**src/pft_pkg.sv**
```systemverilog
// ----------------------------------------------------------------------------
// pft_pkg
// Shared constants, codes and structs for the prime flag table builder.
// ----------------------------------------------------------------------------
`default_nettype none

package pft_pkg;

    localparam int TABLE_SIZE = 4096;
    localparam int ADDR_W     = $clog2(TABLE_SIZE);
    // trial divisors never exceed the first odd value above sqrt(TABLE_SIZE)
    localparam int DIV_W      = (ADDR_W + 1) / 2 + 1;
    localparam int SQ_W       = 2 * DIV_W;
    localparam int CNT_W      = $clog2(ADDR_W);

    localparam logic [ADDR_W-1:0] FIRST_ODD = ADDR_W'(3);
    localparam logic [ADDR_W-1:0] LAST_N    = ADDR_W'(TABLE_SIZE - 1);
    localparam logic [DIV_W-1:0]  DIV_FIRST = DIV_W'(3);
    localparam logic [DIV_W-1:0]  DIV_STEP  = DIV_W'(2);

    localparam logic       CMD_BUILD = 1'b0;
    localparam logic       CMD_QUERY = 1'b1;

    localparam logic [1:0] ST_ANSWERED  = 2'd0;
    localparam logic [1:0] ST_BUILT     = 2'd1;
    localparam logic [1:0] ST_NOT_BUILT = 2'd2;

    typedef struct packed {
        logic              we;
        logic [ADDR_W-1:0] waddr;
        logic              wdata;
        logic              re;
        logic [ADDR_W-1:0] raddr;
    } t_ram_req;

    typedef struct packed {
        logic busy;
        logic done;
    } t_seq_stat;

    typedef struct packed {
        logic              start;
        logic [ADDR_W-1:0] dividend;
        logic [DIV_W-1:0]  divisor;
    } t_div_req;

    typedef struct packed {
        logic done;
        logic zero;
    } t_div_rsp;

endpackage

`default_nettype wire

```
**src/pft_mod_unit.sv**
```systemverilog
// ----------------------------------------------------------------------------
// pft_mod_unit
// Bit-serial restoring remainder: one dividend bit per cycle.
// ----------------------------------------------------------------------------
`default_nettype none

module pft_mod_unit
    import pft_pkg::*;
(
    input  wire      i_clk,
    input  wire      i_rst_n,
    input  t_div_req i_req,
    output t_div_rsp o_rsp
);

    localparam logic [CNT_W-1:0] CNT_LAST = CNT_W'(ADDR_W - 1);

    logic              r_busy;
    logic              r_done;
    logic [CNT_W-1:0]  r_cnt;
    logic [ADDR_W-1:0] r_num;
    logic [DIV_W-1:0]  r_div;
    logic [DIV_W-1:0]  r_rem;

    logic [DIV_W:0]    trial;
    logic [DIV_W-1:0]  diff;
    logic [DIV_W-1:0]  n_rem;

    // when trial >= divisor the difference is below the divisor, so it fits
    always_comb begin
        trial = {r_rem, r_num[ADDR_W-1]};
        diff  = trial[DIV_W-1:0] - r_div;
        n_rem = (trial >= {1'b0, r_div}) ? diff : trial[DIV_W-1:0];
    end

    always_ff @(posedge i_clk) begin
        if (!i_rst_n) begin
            r_busy <= 1'b0;
            r_done <= 1'b0;
            r_cnt  <= '0;
        end else begin
            r_done <= 1'b0;
            if (i_req.start) begin
                r_busy <= 1'b1;
                r_cnt  <= '0;
            end else if (r_busy) begin
                r_cnt <= r_cnt + 1'b1;
                if (r_cnt == CNT_LAST) begin
                    r_busy <= 1'b0;
                    r_done <= 1'b1;
                end
            end
        end
    end

    always_ff @(posedge i_clk) begin
        if (i_req.start) begin
            r_num <= i_req.dividend;
            r_div <= i_req.divisor;
            r_rem <= '0;
        end else if (r_busy) begin
            r_num <= {r_num[ADDR_W-2:0], 1'b0};
            r_rem <= n_rem;
        end
    end

    assign o_rsp.done = r_done;
    assign o_rsp.zero = (r_rem == '0);

endmodule

`default_nettype wire

```
**config.mk**
```make
export PLATFORM = sky130hd
export DESIGN_NAME = pft_mod_unit
export DESIGN_NICKNAME = d
export VERILOG_FILES = /design/src/pft_pkg.sv /design/src/pft_mod_unit.sv
export SDC_FILE = /design/constraint.sdc
export NUM_CORES = 1
export LEC_CHECK = 0
export BUFFER_PORTS_ARGS = -buffer_cell sky130_fd_sc_hd__buf_2
export CORE_MARGIN = 3
export CORE_UTILIZATION = 31
export CTS_BUF_LIST = sky130_fd_sc_hd__clkbuf_16
export DETAILED_ROUTE_END_ITERATION = 16
export PLACE_DENSITY = 0.58
export SLEW_MARGIN = 10
export SYNTH_ARGS = -nofsm -noshare
export SYNTH_HDL_FRONTEND = slang
export SYNTH_SLANG_ARGS = --single-unit
```
**constraint.sdc**
```tcl
create_clock -name i_clk -period 2.3 [get_ports i_clk]
set_input_delay 0.23 -clock i_clk [delete_from_list [all_inputs] [get_ports i_clk]]
set_output_delay 0.23 -clock i_clk [all_outputs]
set_load 0.01 [all_outputs]
```
# Yosys cells after proc, flatten, opt, wreduce, memory -nomap -nowiden
# Cells that the tools add are included.
# classes
n_addsub	2
n_lt_le_gt_ge	1
n_eq_ne	1
mux	7
bitwise_logic	2
reduce_logical	4
# op_table
cell	n
2-to-1 mux 12 bit	2
greater-or-equal comparator 8 x 7 -> 1 bit	1
logical NOT 7 bit	1
2-to-1 mux 7 bit	1
subtractor 7 bit	1
adder 4 x 1 -> 4 bit, second input constant	1
equality test 4 bit, second input constant	1
2-to-1 mux 1 bit	4
OR reduction 3 bit	1
inverter 1 bit	2
nonzero test 2 bit	1
OR reduction 2 bit	1
# totals
regBits	32
input_bits	22
output_inout_bits	2
elab_cells	23

# Depth between registers and ports, before layout
# Gate-level depths: netlist of the first run.
# logic_depth
ltp_word	4
ltp_mapped	9

# Least setup slack after synthesis of the first run
# No wires, ideal clock.
# synth_timing
kind	flip-flop to flip-flop
from	register r_num[11]
to	register r_rem[2]
setup_ps	120
t_arrival_ps	1852
setup_slack_ps	328
stages_incl_launch_ff	10
n_path_buf	1
period_less_slack_ps	1972
cell_sequence	edfxtp_1 -> inv_1 -> ha_1 -> inv_1 -> fa_1 -> a211oi_2 -> or3_1 -> buf_6 -> a311oi_1 -> a211o_1
# synth_via
elab_chain_cells	2
word_cells_on_any_way	3
classes_between	1 x add/sub; 1 x order compare; 1 x mux
# synth_lines
element	line	source
start: declaration	pft_mod_unit.sv:21	logic [ADDR_W-1:0] r_num;
start signal: assignment	pft_mod_unit.sv:58	r_num <= i_req.dividend;
start signal: assignment	pft_mod_unit.sv:62	r_num <= {r_num[ADDR_W-2:0], 1'b0};
subtractor 7 bit / greater-or-equal comparator 8 x 7 -> 1 bit (equally long branches)	pft_mod_unit.sv:32, pft_mod_unit.sv:33	
2-to-1 mux 7 bit (*)	pft_mod_unit.sv:33	n_rem = (trial >= {1'b0, r_div}) ? diff : trial[DIV_W-1:0];
end signal: assignment	pft_mod_unit.sv:63	r_rem <= n_rem;
end: declaration	pft_mod_unit.sv:23	logic [DIV_W-1:0] r_rem;
# Every way passes the cells marked *; elsewhere a longest branch is shown, timed or not.
# A chain may end at the register's enable or synchronous reset.

# Worst setup path in the final report of the first run
# layout_timing
from	register r_num[11]
to	register r_rem[0]
# Same word-level chain as after synthesis.

==> impl_metrics.yaml, run 1 <==
placed_design:
  place_ws_ns: 0.2136
  globalplace.congestion: 0.8370
  dp_hpwl_um: 2330
  portBuffers: 23
timing:
  timing.final.crit_period_ns: 1.966
  max_freq_ghz: 0.5087
  rsz0062_at_grt: "false"
  hold_violations: 0
  slew_headroom_pct: 56.63
  skew_ns: 0.002625
  finalSetupTns_ns: 0
  tightestPinTransition_ns: 0.6506
  timing.final.ws_setup_ns: 0.3343
  maxSlewViolCount: 0
  final-setup-viol-count: 0
  period_share_pct: 85.46
finish:
  fin_nets: 216
  seq_area_um2: 830.8
  utilization_pct: 39.81
  n_fill_cell: 540
  antenna_cells: 0
  multi_input_area_um2: 825.8
  final_cell_mix: "buf_2 (23), edfxtp_1 (19), inv_1 (13), nor2_1 (13), dfxtp_1 (13)"
  areaGrowthSynthToFinish_pct: 20.73
  final_common_cell: "buf_2"
  layout-drive-gt1-share_pct: 28.49
critical_path:
  r2r_end: "r_rem[0]"
  cp-startpoint: "r_num[11]"
  crit_family: "compound AO/OA/AOI/OAI gates"
  required_ns: 2.47
  cpMaxStageDelayCell: "fa_1"
  start_kind: "flop"
  crit_cells: 8
  path_cells: "inv_1 > ha_1 > inv_1 > fa_1 > a211oi_2 > or3_4 > a31oi_1 > a311oi_1"
  reg2regPathDepth: 8
  timing.critical_path.mode_cell: "inv_1"
  rrSetupSlack_ns: 0.33
  timing.rr.start: "r_num[11]"
  crit_buf_inv: 2
  crit_end: "r_rem[0]"
  path_class: "reg -> reg"
  crit_fanout: 9
  crit_arrival_ns: 2.14
  cpPeakStageDelay_ns: 0.41
  crit_path_end_kind: "flop"
clocking:
  clk_latency_ns: 0.27
  post_cts_buffers: 0
  cts_tree: "yes"
  clkTransAtPathRegs_ns: 0.05
  cts_buffers: 5
  cts_max_path_buffers: 2
  htree_levels: 2
  cts_num_sinks: 32
  cts_root_buf: "clkbuf_16"
grt:
  grt_max_degree: 36
  first_global_vias: 1191
  grt_pass1_wl_um: 5630
  grt_antenna_before_repair: 0
  grtUsageTotal_pct: 11.38
  grt-ovfl-total: 0
flow_run:
  cap_violations: 0
yosys:
  synth.yosys.seq_area_share_pct: 47.80
  ys_types: 44
  yosys_warnings: 0
  syn_area_per_cell_um2: 10.93
  synth-edff-count: 19
  synthArstFlopShare_pct: 0
  synthesis.area_um2: 1738
  netlist_instances: 159
  yosys_most_used_dff: "edfxtp_1"
  syn_nets: 190
  ys_ff_latch: 32
pwr:
  p_leak_uw: 0.0008412
  irDropWorstVdd_uv: 338.0
  power_density_nw_per_um2: 777.6
detailed_routing:
  wire_per_inst_um: 12.92
  drt_iter0_drc: 77
  wirelength_um: 3308
  postRouteAntennaNets: 0
  vias: 1238
  vias_per_cell: 4.836
  drc: 0
  drt_first_pass_iters: 4
floorplanning:
  rows: 26
  chipWidth_um: 80.88
  coreArea_um2: 5270
  dieArea_um2: 6541
  die_y_um: 80.88
  start_util_pct: 32.98
  io_pins: 24
outcome:
  status: "finished clean"
min_path:
  hold_class: "in -> reg"
registers in the layout, indices dropped and copies added, names as in the netlist:
name,flops
r_done,1
r_cnt,4
r_num,12
r_div,7
r_rem,7
r_busy,1
power by group:
part           switching (uW)  leakage (uW)  internal (uW)
combinational             112      0.000461            107
sequential               21.6      0.000296            655
clock                     232     0.0000850            504
synthesized netlist by cell type, types with 2 or more instances:
cell type / n / area share [%]
a211oi_1: 2 / 0.86
a211oi_2: 2 / 1.4
a21o_1: 2 / 0.86
a21oi_1: 2 / 0.58
a311oi_1: 4 / 2.0
a41oi_1: 4 / 2.0
buf_1: 2 / 0.43
clkbuf_1: 4 / 0.86
dfxtp_1: 13 / 15
edfxtp_1: 19 / 33
ha_1: 8 / 5.8
inv_1: 12 / 2.6
mux2_2: 11 / 7.1
nand2_1: 7 / 1.5
nand2b_1: 4 / 1.4
nand3_1: 2 / 0.58
nand3b_1: 2 / 0.86
nand4_1: 2 / 0.72
nor2_1: 13 / 2.8
nor2b_1: 2 / 0.72
nor3b_1: 8 / 3.5
o21ai_0: 6 / 1.7
o21bai_1: 2 / 0.86
o31ai_1: 2 / 0.86
or2_2: 2 / 0.72
xnor2_1: 3 / 1.5
xor2_1: 2 / 1.0
worst register-to-register path, cell delays in order (launching register included):
cell and delay [ns]:
edfxtp_1 0.35, inv_1 0.08, ha_1 0.15, inv_1 0.05, fa_1 0.41, a211oi_2 0.23, or3_4 0.22, a31oi_1 0.10
a311oi_1 0.27
layer usage:
metal	global-route usage, %	vias up	wire length (um)
met2	15.93	28	1495
met3	4.102	5	143
met5	0	-	0
met4	5.574	0	53
li1	-	639	-
met1	15.39	566	1616
timing repair:
item / 4_1_cts / 5_1_grt
setup endpoints to repair: 0 / 1
gates resized for setup: 0 / 1
hold buffers: 0 / 0
cells by family (layout without fill, tap and decap cells):
| logic type | count (synthesis) | after routing | synth area share [%] |
|---|---|---|---|
| simple gates | 49 | 49 | 15.98 |
| compound gates | 32 | 32 | 14.11 |
| flops | 32 | 32 | 47.80 |
| buf+inv | 20 | 47 | 4.967 |
| mux | 12 | 12 | 7.703 |
| fa+ha+maj | 9 | 9 | 6.912 |
| xor+xnor | 5 | 5 | 2.520 |
how the worst min path moves through the flow:
stage                   from        to  slack (ns)  cells after the start
global route        i_req[2]  r_div[2]        0.12                      1
global placement    i_req[4]  r_div[4]        0.41                      1
floorplan           i_req[0]  r_div[0]        0.33                      0
detailed placement  i_req[4]  r_div[4]        0.41                      1
CTS                 i_req[4]  r_div[4]        0.12                      1
finish              i_req[4]  r_div[4]        0.13                      1
stage by stage:
stage / hold slack [ns] / power (uW) / cells / area (um2)
after floorplan: 0.3289 / 837.5 / 159 / 1738
after global placement: 0.4062 / 908.1 / 248 / 1929
after detailed placement: 0.4086 / 908.1 / 248 / 1929
after CTS: 0.1217 / 1660 / 256 / 2093
after global routing: 0.1230 / 1726 / 256 / 2098
final: 0.1327 / 1632 / 256 / 2098
layout make-up:
| class | count | share of cell area, % |
|---|---|---|
| Timing Repair Buffer | 27 | 6.917 |
| Inverter | 12 | 2.147 |
| Clock buffer | 5 | 5.963 |
| Multi-Input combinational cell | 107 | 39.36 |
| Clock inverter | 3 | 1.849 |
| Sequential cell | 32 | 39.59 |
| Tap cell | 70 | 4.174 |
(Power assumes the default switching activity.)
==> run 2, diff against run 1 <==
--- a/config.mk
+++ b/config.mk
@@ -9,6 +9,6 @@
 export CORE_MARGIN = 3
-export CORE_UTILIZATION = 31
+export CORE_UTILIZATION = 35
 export CTS_BUF_LIST = sky130_fd_sc_hd__clkbuf_16
 export DETAILED_ROUTE_END_ITERATION = 16
-export PLACE_DENSITY = 0.58
+export PLACE_DENSITY = 0.63
 export SLEW_MARGIN = 10
--- a/constraint.sdc
+++ b/constraint.sdc
@@ -3,2 +3,2 @@
 set_output_delay 0.23 -clock i_clk [all_outputs]
-set_load 0.01 [all_outputs]
+set_load 0.02 [all_outputs]
==> run 2 against run 1 <==
  * Via count fell by 0.81%
  * Largest power group is now sequential cells
  * Register-to-register slack got worse by 0.16 ns
  * Global-route usage grew 0.90 points
  * Critical path depth unchanged
  * Total power decreased by 7.3%
  * Clock power is 16% lower
  * Sequential share of layout area is 0.94 points higher
  * Wire length increased by 0.39%
  * Largest cell class unchanged
  * Clock skew decreased by 0.0013 ns
  * Combinational power decreased by 2%
  * Worst setup slack worse by 0.16 ns
==> impl_metrics.yaml, run 2 (same netlist as run 1, synthesis figures left out) <==
finish:
  seq_area_um2: 830.8
  n_fill_cell: 486
  antenna_cells: 0
  areaGrowthSynthToFinish_pct: 17.93
  top_regs: "r_num: 12 flops, r_div: 7 flops, r_rem: 7 flops"
  top_register: "r_num"
  final_cell_mix: "buf_2 (23), edfxtp_1 (19), nor2_1 (13), dfxtp_1 (13), inv_1 (12)"
  layout-drive-gt1-share_pct: 27.72
  final_common_cell: "buf_2"
  multi_input_area_um2: 820.8
  fin_area_um2: 2049
  largest_register_ffs: 12
  fin_nets: 214
min_path:
  hold_class: "in -> reg"
critical_path:
  cpMaxStageDelayCell: "fa_1"
  r2r_end: "r_rem[1]"
  cp-startpoint: "r_num[11]"
  crit_fanout: 9
  start_kind: "flop"
  crit_end: "r_rem[1]"
  crit_path_end_kind: "flop"
  rrSetupSlack_ns: 0.17
  cpPeakStageDelay_ns: 0.41
  path_cells: "inv_1 > ha_1 > inv_1 > fa_1 > a211oi_2 > or3_1 > and3_4 > a311oi_1"
  required_ns: 2.41
  reg2regPathDepth: 8
  path_class: "reg -> reg"
  timing.rr.start: "r_num[11]"
  crit_arrival_ns: 2.24
  timing.critical_path.mode_cell: "inv_1"
timing:
  skew_ns: 0.001324
  final-setup-viol-count: 0
  finalSetupTns_ns: 0
  max_freq_ghz: 0.4703
  slew_headroom_pct: 50.91
  maxSlewViolCount: 0
  timing.final.crit_period_ns: 2.126
  period_share_pct: 92.45
  tightestPinTransition_ns: 0.7353
  rsz0062_at_grt: "false"
  hold_violations: 0
  timing.final.ws_setup_ns: 0.1737
outcome:
  status: "finished clean"
pwr:
  p_leak_uw: 0.0008180
  power_density_nw_per_um2: 737.7
  irDropWorstVdd_uv: 526.2
clocking:
  cts_root_buf: "clkbuf_16"
  hold_buffers: 0
  cts_tree: "yes"
  cts_buffers: 5
  cts-resized-gates: 0
  post_cts_buffers: 0
  clkTransAtPathRegs_ns: 0.05
  cts_num_sinks: 32
  htree_levels: 2
  clk_latency_ns: 0.27
  cts_max_path_buffers: 2
detailed_routing:
  vias: 1228
  postRouteAntennaNets: 0
  vias_per_cell: 4.892
  drc: 0
  wirelength_um: 3321
  wire_per_inst_um: 13.23
  drt_iter0_drc: 68
  drt_first_pass_iters: 4
placed_design:
  globalplace.congestion: 0.7793
  dp_hpwl_um: 2381
  place_ws_ns: 0.1942
  placed_area_um2: 1911
  portBuffers: 23
floorplanning:
  dieArea_um2: 5847
  start_util_pct: 36.55
  die_y_um: 76.47
  io_pins: 24
  rows: 25
  coreArea_um2: 4755
  chipWidth_um: 76.47
grt:
  first_global_vias: 1244
  grt_max_degree: 36
  grt_pass1_wl_um: 5789
  grtUsageTotal_pct: 12.28
  grt-ovfl-total: 0
  grt_antenna_before_repair: 0
flow_run:
  cap_violations: 0
==> run 2: cell types whose count changed in the layout (fill, tap and decap cells not counted) <==
cell       before  now
clkinv_2        1    2
or3_1           0    1
bufinv_16       1    0
inv_1          13   12
inv_2           0    1
buf_4           4    2
or3_4           1    0
==> run 2: report_power, final <==
group / leakage [uW] / switching [uW] / total [uW] / internal (uW)
clock network: 0.0000737 / 223 / 616 / 393
registers: 0.000296 / 25.6 / 681 / 655
logic: 0.000449 / 112 / 215 / 104
==> run 2: worst max-delay path, delay by kind of cell (launching register included) <==
family	cells	cell delay, ns
DFF	1	0.35
adders and majority gates	2	0.56
AOI/OAI and AO/OA	2	0.32
buffers and inverters	2	0.13
and+or+nand+nor	2	0.60
==> run 2: metal layers <==
layer	part of all wire (%)	track usage, %	up-vias
met1	48	16.04	561
met3	4.1	3.073	7
met2	46	18.80	25
met4	2.0	6.159	0
li1	-	-	635
met5	0	0	-
==> run 2: per-stage QoR <==
step	utilization, %	power [uW]	hold slack, ns	instances
2_1_floorplan	-	840.6	0.3289	159
3_3_place_gp	40.18	904.9	0.4076	243
3_5_place_dp	40.18	909.6	0.4094	243
4_1_cts	43.11	1539	0.1271	251
5_1_grt	43.11	1593	0.1291	251
6_report	43.11	1512	0.1324	251
==> run 2: cell type report <==
class,count,area share (%)
sequential,32,40.54
multi-input combinational,107,40.05
timing repair buffer,25,6.349
clock buffer,5,6.105
tap,67,4.090
inverter,12,2.198
clock inverter,3,0.6715
==> run 2: worst min-delay path by stage <==
stage	startpoint	to	slack, ns	cells past startpoint
after CTS	i_req[1]	r_div[1]	0.13	1
final	i_req[5]	r_div[5]	0.13	1
after global placement	i_req[5]	r_div[5]	0.41	1
after floorplan	i_req[0]	r_div[0]	0.33	0
after detailed placement	i_req[1]	r_div[1]	0.41	1
after global routing	i_req[1]	r_div[1]	0.13	1
==> run 3, diff against run 2 <==
Settings changed: PLACE_DENSITY 0.63 to 0.55, RECOVER_POWER set to 25.
==> run 3 against run 2 <==
  * The run now ends with capacitance limit, slew limit left
  * Fmax up 4.8%
  * Worst setup slack better by 0.097 ns
  * Global-route usage up 0.48 points
  * Count of clock-buffer cells in the layout unchanged
  * Clock skew up 0.0019 ns
  * Combinational power up 4%
==> impl_metrics.yaml, run 3 (same netlist as run 1, synthesis figures left out) <==
detailed_routing:
  vias: 1282
  drt_iter0_drc: 77
  drc: 0
  postRouteAntennaNets: 0
  wirelength_um: 3464
  drt_first_pass_iters: 4
  vias_per_cell: 5.067
  wire_per_inst_um: 13.69
floorplanning:
  chipWidth_um: 76.47
  dieArea_um2: 5847
  coreArea_um2: 4755
  start_util_pct: 36.55
  rows: 25
  die_y_um: 76.47
  io_pins: 24
finish:
  final_common_cell: "buf_2"
  largest_register_ffs: 12
  areaGrowthSynthToFinish_pct: 19.01
  fin_area_um2: 2068
  multi_input_area_um2: 820.8
  final_cell_mix: "buf_2 (22), edfxtp_1 (19), nor2_1 (13), dfxtp_1 (13), inv_1 (12)"
  seq_area_um2: 830.8
  fin_nets: 216
  n_fill_cell: 492
  antenna_cells: 0
  top_register: "r_num"
  top_regs: "r_num: 12 flops, r_div: 7 flops, r_rem: 7 flops"
  layout-drive-gt1-share_pct: 27.96
critical_path:
  crit_buf_inv: 2
  required_ns: 2.42
  cpMaxStageDelayCell: "fa_1"
  crit_fanout: 6
  path_class: "reg -> reg"
  cp-startpoint: "r_num[11]"
  start_kind: "flop"
  timing.critical_path.mode_cell: "inv_1"
  crit_family: "adder cells"
  timing.rr.start: "r_num[11]"
  path_cells: "inv_1 > ha_1 > inv_1 > fa_1 > a211oi_2 > or3_1 > and3_4 > a311oi_1"
  cpPeakStageDelay_ns: 0.41
  crit_path_end_kind: "flop"
  crit_arrival_ns: 2.15
placed_design:
  placed_area_um2: 1926
  globalplace.congestion: 0.8878
  portBuffers: 23
  dp_hpwl_um: 2562
grt:
  grt_max_degree: 36
  grt-ovfl-total: 0
  grt_antenna_before_repair: 0
  grt_pass1_wl_um: 6044
  first_global_vias: 1365
  grtUsageTotal_pct: 12.76
timing:
  skew_ns: 0.003238
  period_share_pct: 88.24
  tightestPinTransition_ns: 1.587
  finalSetupTns_ns: 0
  hold_violations: 0
  final-setup-viol-count: 0
  rsz0062_at_grt: "false"
  slew_headroom_pct: -5.816
  maxSlewViolCount: 36
  max_freq_ghz: 0.4927
  timing.final.crit_period_ns: 2.029
pwr:
  pwr-share-comb_pct: 14.5
  netSwitchingFraction_pct: 24.55
  pwr-share-clk_pct: 41.3
  irDropWorstVdd_uv: 463.7
  p_int_uw: 1159
  p_seq_share_pct: 44.2
  p_leak_uw: 0.0008243
  power_density_nw_per_um2: 742.6
  net-switching-power_uw: 377.1
clocking:
  cts_num_sinks: 32
  cts_tree: "yes"
  cts-resized-gates: 0
  cts_buffers: 5
  cts_max_path_buffers: 2
  clk_latency_ns: 0.27
  post_cts_buffers: 0
  hold_buffers: 0
  htree_levels: 2
  clkTransAtPathRegs_ns: 0.05
  cts_root_buf: "clkbuf_16"
outcome:
  status: "finished with violations"
  violations: "capacitance limit, slew limit"
min_path:
  hold_class: "in -> reg"
  hold_start: "i_req[5]"
flow_run:
  cap_violations: 1
run 3: changes by cell type in the layout (fill, tap and decap cells not counted):
cell / before / now
inv_2: 1 / 0
buf_4: 2 / 4
buf_2: 23 / 22
clkbuf_1: 0 / 1
clkinv_4: 0 / 1
run 3: per-layer routing:
metal | part of all wire [%] | up-vias | GRT usage, %
li1 | - | 635 | -
met1 | 42 | 603 | 14.58
met2 | 51 | 36 | 22.23
met3 | 4.8 | 8 | 3.310
met4 | 1.9 | 0 | 5.797
met5 | 0 | - | 0
run 3: area by class of cell:
cell class | instances | share of cell area [%]
clock buffers | 5 | 6.050
clock inverters | 3 | 0.9074
inverters | 12 | 2.178
multi-input cells | 107 | 39.69
flip-flops and latches | 32 | 40.17
well taps | 67 | 4.053
repair buffers | 27 | 6.957
run 3: worst paths after layout:
path,slack (ns),depth (start not counted),endpoint
max reg2reg,0.27,8,r_rem[0]
max,0.27,8,r_rem[0]
min reg2reg,0.51,1,r_done
min,0.13,1,r_div[5]
run 3: per-stage QoR:
step	util (%)	total power, uW	setup slack (ns)	std cells	hold slack (ns)
after global placement	40.50	904.8	0.3624	245	0.4069
final	43.50	1536	0.2706	253	0.1311
after floorplan	-	840.6	0.3282	159	0.3289
after CTS	43.53	1549	0.2678	253	0.1266
after detailed placement	40.50	913.3	0.2702	245	0.4081
after global routing	43.50	1616	0.1358	253	0.1227
run 3: power by group through the flow:
stage	Combinational, uW	Sequential, uW	Clock (uW)
after floorplan	162	678	0
after global placement	216	689	0
after detailed placement	224	690	0
after CTS	225	678	645
after global routing	252	683	681
final	223	679	634
